File: config.mk
export PLATFORM = sky130hd
export DESIGN_NAME = format_spec_extractor
export DESIGN_NICKNAME = d
export VERILOG_FILES = /design/src/rtl/fse_pkg.sv /design/src/rtl/format_spec_extractor.sv
export SDC_FILE = /design/constraint.sdc
export NUM_CORES = 1
export LEC_CHECK = 0
export ABC_CLOCK_PERIOD_IN_PS = 2600
export BUFFER_PORTS_ARGS = -buffer_cell sky130_fd_sc_hd__buf_2
export CAP_MARGIN = 40
export CORE_MARGIN = 1.5
export CORE_UTILIZATION = 51
export DETAILED_ROUTE_END_ITERATION = 6
export PLACE_DENSITY = 0.77
export SKIP_LAST_GASP = 1
export SLEW_MARGIN = 20
export SYNTH_ARGS = -nofsm -noshare
export SYNTH_HDL_FRONTEND = slang
export SYNTH_SLANG_ARGS = --single-unit
File: constraint.sdc
create_clock -name clk -period 2.6 [get_ports clk]
set_input_delay 0.52 -clock clk [delete_from_list [all_inputs] [get_ports clk]]
set_output_delay 0.52 -clock clk [all_outputs]
set_load 0.1 [all_outputs]
File: src/rtl/fse_pkg.sv
// Package with the parser mode type and the character class functions.
package fse_pkg;

	typedef enum logic [2:0] {
		M_NORMAL  = 3'd0,
		M_PERCENT = 3'd1,
		M_FLAGS   = 3'd2,
		M_WIDTH   = 3'd3,
		M_PREC    = 3'd4,
		M_LEN1    = 3'd5,
		M_LEN2    = 3'd6,
		M_STOPPED = 3'd7
	} mode_t;

	localparam logic [7:0] CH_NUL     = 8'h00;
	localparam logic [7:0] CH_PERCENT = 8'h25;
	localparam logic [7:0] CH_SPACE   = 8'h20;
	localparam logic [7:0] CH_DOT     = 8'h2e;
	localparam logic [7:0] CH_ZERO    = 8'h30;
	localparam logic [7:0] CH_NINE    = 8'h39;

	function automatic logic is_flag(input logic [7:0] c);
		case (c) inside
			"-", "+", " ", "#", "0": is_flag = 1'b1;
			default:                 is_flag = 1'b0;
		endcase
	endfunction

	function automatic logic is_digit(input logic [7:0] c);
		is_digit = (c >= CH_ZERO) && (c <= CH_NINE);
	endfunction

	function automatic logic is_len1(input logic [7:0] c);
		case (c) inside
			"h", "l", "L", "z", "j", "t": is_len1 = 1'b1;
			default:                      is_len1 = 1'b0;
		endcase
	endfunction

	function automatic logic is_len2(input logic [7:0] c);
		case (c) inside
			"h", "l", "L": is_len2 = 1'b1;
			default:       is_len2 = 1'b0;
		endcase
	endfunction

	function automatic logic is_conv(input logic [7:0] c);
		case (c) inside
			"d", "i", "o", "u", "x", "X", "f", "F", "e", "E",
			"g", "G", "a", "A", "c", "s", "p", "n": is_conv = 1'b1;
			default:                                is_conv = 1'b0;
		endcase
	endfunction

endpackage

File: src/rtl/format_spec_extractor.sv
// Streaming printf conversion specifier recognizer.
// An accepted item passes through the input register and then the result
// register, which loads a result only when the output can take it.
// Throughput: one item per cycle; tready falls only while a result waits.
// Reset clears the parser mode, counters and all valid flags; payload
// registers are left uninitialized.
module format_spec_extractor #(
	parameter int MAX_SPECS = 127
) (
	input  logic        clk,
	input  logic        arst_n,
	input  logic        s_axis_tvalid,
	output logic        s_axis_tready,
	input  logic [7:0]  s_axis_tdata,  // [7:0] ch
	input  logic        s_axis_tlast,
	output logic        m_axis_tvalid,
	input  logic        m_axis_tready,
	output logic [15:0] m_axis_tdata,  // [7:0] conv_letter, [14:8] spec_count,
	                                   // [15] specs_dropped
	output logic        m_axis_tuser,  // [0] spec_found
	output logic        m_axis_tlast
);

	localparam int CNT_W = $clog2(MAX_SPECS + 1);
	localparam logic [CNT_W-1:0] MAX_CNT = CNT_W'(MAX_SPECS);

	logic             valid_s1;
	logic [7:0]       ch_s1;
	logic             last_s1;

	fse_pkg::mode_t   mode_q;
	fse_pkg::mode_t   mode_nxt;
	fse_pkg::mode_t   spec_mode;
	logic             start_q;
	logic             start_nxt;
	logic [CNT_W-1:0] kept_q;
	logic [CNT_W-1:0] kept_nxt;
	logic             dropped_q;
	logic             dropped_nxt;

	logic             conv;
	logic             kept;
	logic             produce;
	logic             adv;
	logic [CNT_W+6:0] count_ext;

	logic             out_valid_q;
	logic             found_q;
	logic [7:0]       letter_q;
	logic             done_q;
	logic [6:0]       count_q;
	logic             drop_q;

	assign adv           = valid_s1 && (!out_valid_q || m_axis_tready);
	assign s_axis_tready = !valid_s1 || adv;

	// Character step inside a specifier: each stage falls into the next one
	// when the character does not belong to it.
	always_comb begin
		spec_mode = mode_q;
		conv      = 1'b0;
		mode_nxt  = mode_q;
		start_nxt = 1'b0;
		if (mode_q == fse_pkg::M_STOPPED) begin
			mode_nxt = fse_pkg::M_STOPPED;
		end else if (ch_s1 == fse_pkg::CH_NUL) begin
			mode_nxt = fse_pkg::M_STOPPED;
		end else if (start_q && mode_q == fse_pkg::M_NORMAL &&
				ch_s1 == fse_pkg::CH_PERCENT) begin
			mode_nxt  = fse_pkg::M_PERCENT;
			start_nxt = 1'b1;
		end else if (start_q && mode_q == fse_pkg::M_PERCENT &&
				ch_s1 == fse_pkg::CH_SPACE) begin
			mode_nxt = fse_pkg::M_NORMAL;
		end else if (mode_q == fse_pkg::M_NORMAL) begin
			mode_nxt = (ch_s1 == fse_pkg::CH_PERCENT) ? fse_pkg::M_PERCENT
				: fse_pkg::M_NORMAL;
		end else if (mode_q == fse_pkg::M_PERCENT && ch_s1 == fse_pkg::CH_PERCENT) begin
			mode_nxt = fse_pkg::M_NORMAL;
		end else begin
			if (spec_mode == fse_pkg::M_PERCENT) begin
				spec_mode = fse_pkg::M_FLAGS;
			end
			if (spec_mode == fse_pkg::M_FLAGS && !fse_pkg::is_flag(ch_s1)) begin
				spec_mode = fse_pkg::M_WIDTH;
			end
			if (spec_mode == fse_pkg::M_FLAGS) begin
				mode_nxt = fse_pkg::M_FLAGS;
			end else if (spec_mode == fse_pkg::M_WIDTH && fse_pkg::is_digit(ch_s1)) begin
				mode_nxt = fse_pkg::M_WIDTH;
			end else if (spec_mode == fse_pkg::M_WIDTH && ch_s1 == fse_pkg::CH_DOT) begin
				mode_nxt = fse_pkg::M_PREC;
			end else if (spec_mode == fse_pkg::M_PREC && fse_pkg::is_digit(ch_s1)) begin
				mode_nxt = fse_pkg::M_PREC;
			end else if ((spec_mode == fse_pkg::M_WIDTH || spec_mode == fse_pkg::M_PREC) &&
					fse_pkg::is_len1(ch_s1)) begin
				mode_nxt = fse_pkg::M_LEN1;
			end else if (spec_mode == fse_pkg::M_LEN1 && fse_pkg::is_len2(ch_s1)) begin
				mode_nxt = fse_pkg::M_LEN2;
			end else if (fse_pkg::is_conv(ch_s1)) begin
				conv     = 1'b1;
				mode_nxt = fse_pkg::M_NORMAL;
			end else begin
				mode_nxt = (ch_s1 == fse_pkg::CH_PERCENT) ? fse_pkg::M_PERCENT
					: fse_pkg::M_NORMAL;
			end
		end
	end

	always_comb begin
		kept        = conv && (kept_q < MAX_CNT);
		kept_nxt    = kept ? kept_q + CNT_W'(1) : kept_q;
		dropped_nxt = dropped_q || (conv && !kept);
		produce     = kept || last_s1;
		count_ext   = {7'd0, kept_nxt};
	end

	always_ff @(posedge clk or negedge arst_n) begin
		if (!arst_n) begin
			valid_s1    <= 1'b0;
			mode_q      <= fse_pkg::M_NORMAL;
			start_q     <= 1'b1;
			kept_q      <= '0;
			dropped_q   <= 1'b0;
			out_valid_q <= 1'b0;
		end else begin
			if (s_axis_tready) begin
				valid_s1 <= s_axis_tvalid;
			end
			if (adv) begin
				out_valid_q <= produce;
			end else if (m_axis_tready) begin
				out_valid_q <= 1'b0;
			end
			if (adv) begin
				if (last_s1) begin
					mode_q    <= fse_pkg::M_NORMAL;
					start_q   <= 1'b1;
					kept_q    <= '0;
					dropped_q <= 1'b0;
				end else begin
					mode_q    <= mode_nxt;
					start_q   <= start_nxt;
					kept_q    <= kept_nxt;
					dropped_q <= dropped_nxt;
				end
			end
		end
	end

	always_ff @(posedge clk) begin
		if (s_axis_tready && s_axis_tvalid) begin
			ch_s1   <= s_axis_tdata;
			last_s1 <= s_axis_tlast;
		end
		if (adv && produce) begin
			found_q  <= kept;
			letter_q <= kept ? ch_s1 : 8'd0;
			done_q   <= last_s1;
			count_q  <= count_ext[6:0];
			drop_q   <= dropped_nxt;
		end
	end

	assign m_axis_tvalid = out_valid_q;
	assign m_axis_tdata  = {drop_q, count_q, letter_q};
	assign m_axis_tuser  = found_q;
	assign m_axis_tlast  = done_q;

	a_kept_limit: assert property (@(posedge clk) disable iff (!arst_n)
		kept_q <= MAX_CNT)
		else $error("kept count above limit");

	a_end_clears: assert property (@(posedge clk) disable iff (!arst_n)
		adv && last_s1 |=> kept_q == '0 && !dropped_q && start_q &&
			mode_q == fse_pkg::M_NORMAL)
		else $error("state not cleared after last item");

	a_drop_at_limit: assert property (@(posedge clk) disable iff (!arst_n)
		$rose(dropped_q) |-> kept_q == MAX_CNT)
		else $error("drop flagged below limit");

	a_found_letter: assert property (@(posedge clk) disable iff (!arst_n)
		m_axis_tvalid && m_axis_tuser |-> m_axis_tdata[7:0] != 8'd0)
		else $error("found specifier with empty letter");

	a_result_reason: assert property (@(posedge clk) disable iff (!arst_n)
		m_axis_tvalid |-> m_axis_tuser || m_axis_tlast)
		else $error("result with neither specifier nor end");

endmodule

==> metrics.csv <==
metric,value,unit
status,completed,
worst_slew_pin_slew,547,ps
reg2reg_slack,200,ps
min_period_over_period,92.3,%
via_per_inst,5.92,
grt_usage,20.7,%
grt_pass1_vias,1714,
finalNonFillerCells,311,
max_stage_delay,480,ps
cts-buffers-inserted,5,
irDropWorstVdd,0.000312,V
dieHeight,69.5,µm
yosys_warnings,0,
drive_gt1_share,26.3,%
slew_headroom,63.4,%
nFillCells,355,
antenna_left,0,
grt.busiest_layer,met2,
cts.sinks,41,
postCtsSetupBuffers,0,
finalSetupViolCount,0,
cp.required,2650,ps
holdCritPathClass,in2async,
finalHoldViolations,0,
final_common_cell,buf_2,
use_met3,3.63,%
cp-start-kind,register,
clockBufferDepth,2,
synth-async-reset-ratio,34.1,%
fin_ws,201,ps
r2r-start,ch_s1[3]$_DFFE_PP_,
hold_buffers,0,
area_delta_synth_final,16.8,%
crit_type,reg2reg,
vias,1842,
ys_ff_latch,41,
wl_per_cell,15.1,µm
drt_pre_antenna_iters,5,
final.setup_skew,5.97,ps
syn-num-nets,235,
start_util,52.5,%
rows,24,
die-area,0.00483,mm²
worstPathMaxFanout,11,
syn_area,0.00226,mm²
drc,0,
htree_levels,2,
coreArea,0.00429,mm²
endpoint_kind,register,
cts_tree,done,
diodes,0,
drv_cap,0,
port_buffers,32,
root_buffer,clkbuf_8,
use_met2,34.2,%
final-seq-area,0.00116,mm²
grt_pass1_wl,8.01,mm
p_leak,1.08,nW
place_ws,30.5,ps
reg2reg_to,count_q[1]$_DFFE_PP_,
antenna_found_initial,0,
ys.flop_type,edfxtp_1,
min_period,2400,ps
layout_common_cells,"buf_2, edfxtp_1, nand2_1, nor2_1",
ios,33,
cpMaxStageDelayCell,edfxtp_1,
synthDistinctLibCells,60,
hpwlAfterDp,3.41,mm
place_congestion,0.907,
path_clk_slew,80,ps
grt_max_degree,19,
path_cells,buf_4 -> nor3_1 -> o211ai_1 -> a211o_1 -> o211ai_2 -> nor2_2 -> mux2_1,
slew_viol_final,0,
multi_input_area,996,µm²
first_iter_violations,172,
grt_overflow,0,
worstRegToRegCells,7,
synth-seq-area-share,51.5,%
synthCells,221,
worstSetupStartpoint,ch_s1[3]$_DFFE_PP_,
final.setup.tns,0,ps
clkLatencyLatePin,290,ps
met1_usage,27.1,%
synth.avg_cell_area,10.2,µm²
worstPathArrival,2450,ps
wl,4.70,mm
synth_edf_count,27,
die_w,69.5,µm
dp_cells,302,
max_freq,417,MHz
rsz0062_at_grt,false,
cts_resized,0,
final_nets,272,
p_per_area,695,mW/mm²
[how the worst max path moves through the flow]
| stage | to | slack [ps] | depth (start not counted) |
|---|---|---|---|
| after global routing | count_q[1]$_DFFE_PP_ | 80 | 7 |
| after global placement | letter_q[0]$_SDFFCE_PN0P_ | 120 | 6 |
| after floorplan | count_q[0]$_DFFE_PP_ | 190 | 6 |
| final | count_q[1]$_DFFE_PP_ | 200 | 7 |
| after detailed placement | letter_q[7]$_SDFFCE_PN0P_ | 30 | 7 |
| after CTS | letter_q[7]$_SDFFCE_PN0P_ | 20 | 7 |
[Yosys cell counts (all sizes together), types with 2 or more instances]
cell type	instances	share of area [%]
a21o	2	0.67
a21oi	12	2.8
a31oi	3	0.83
a41oi	2	0.78
and2	4	1.1
and3	9	2.5
and4	2	0.78
buf	4	1.3
clkbuf	12	2.0
dfrtp	13	14
edfxtp	27	36
inv	7	1.2
nand2	17	2.9
nand2b	5	1.4
nand3	9	2.0
nand4	2	0.55
nor2	16	2.8
nor2b	3	0.83
nor3	8	2.0
nor3b	4	1.6
nor4	2	0.55
nor4bb	2	0.89
o211ai	8	3.1
o21ai	13	2.9
o311ai	2	0.78
or2	2	0.55
or4	4	1.5
xnor2	4	1.6
xor2	2	0.78
[state kept, by name (all words and copies together) (netlist names), 3 cells and up]
name      cells
ch_s1         8
letter_q      8
count_q       7
kept_q        7
mode_q        3
[logic make-up after synthesis]
logic type,Yosys count,share of synthesized area (%)
buffers and inverters,23,4.44
muxes,1,0.499
xor gates and xnor gates,6,2.33
other,1,0.166
DFF,41,51.5
AOI/OAI and AO/OA,54,16.6
and+or+nand+nor,94,23.9
adders and majority gates,1,0.555
[cell type report]
class                           instances  share of cell area (%)
Timing Repair Buffer                   46                    10.2
Clock inverter                          1                    1.14
Tap cell                               52                    2.47
Clock buffer                            7                    3.28
Multi-Input combinational cell        157                    37.8
Inverter                                7                   0.997
Sequential cell                        41                    44.1
[metrics by stage]
step                      utilization [%]  area (µm²)  hold WS (ps)  power [W]
after global placement               58.4        2510           438    0.00129
after detailed placement             58.4        2510           439    0.00131
after CTS                            61.1        2620           122    0.00183
after floorplan                         -        2260           224    0.00122
final                                61.4        2640           105    0.00183
after global routing                 61.4        2640           130    0.00190
[critical path: cells and delay by family (launching register included)]
family	cells	cell delay [ps]
flops	1	480
simple gates	2	420
compound gates	3	740
buf+inv	1	200
mux	1	330
[power breakdown]
group	switching (W)	internal (W)
combinational	0.000310	0.000119
clock	0.000217	0.000313
sequential	0.0000851	0.000786
total	0.000613	0.00122
[layer usage]
layer	part of all wire (%)	vias to the layer above	wire [µm]
li1	-	905	-
met1	43	852	2040
met5	0	-	0
met2	49	75	2280
met3	5.8	10	274
met4	2.2	0	103
Note: power is estimated with default switching activity, not from simulation.
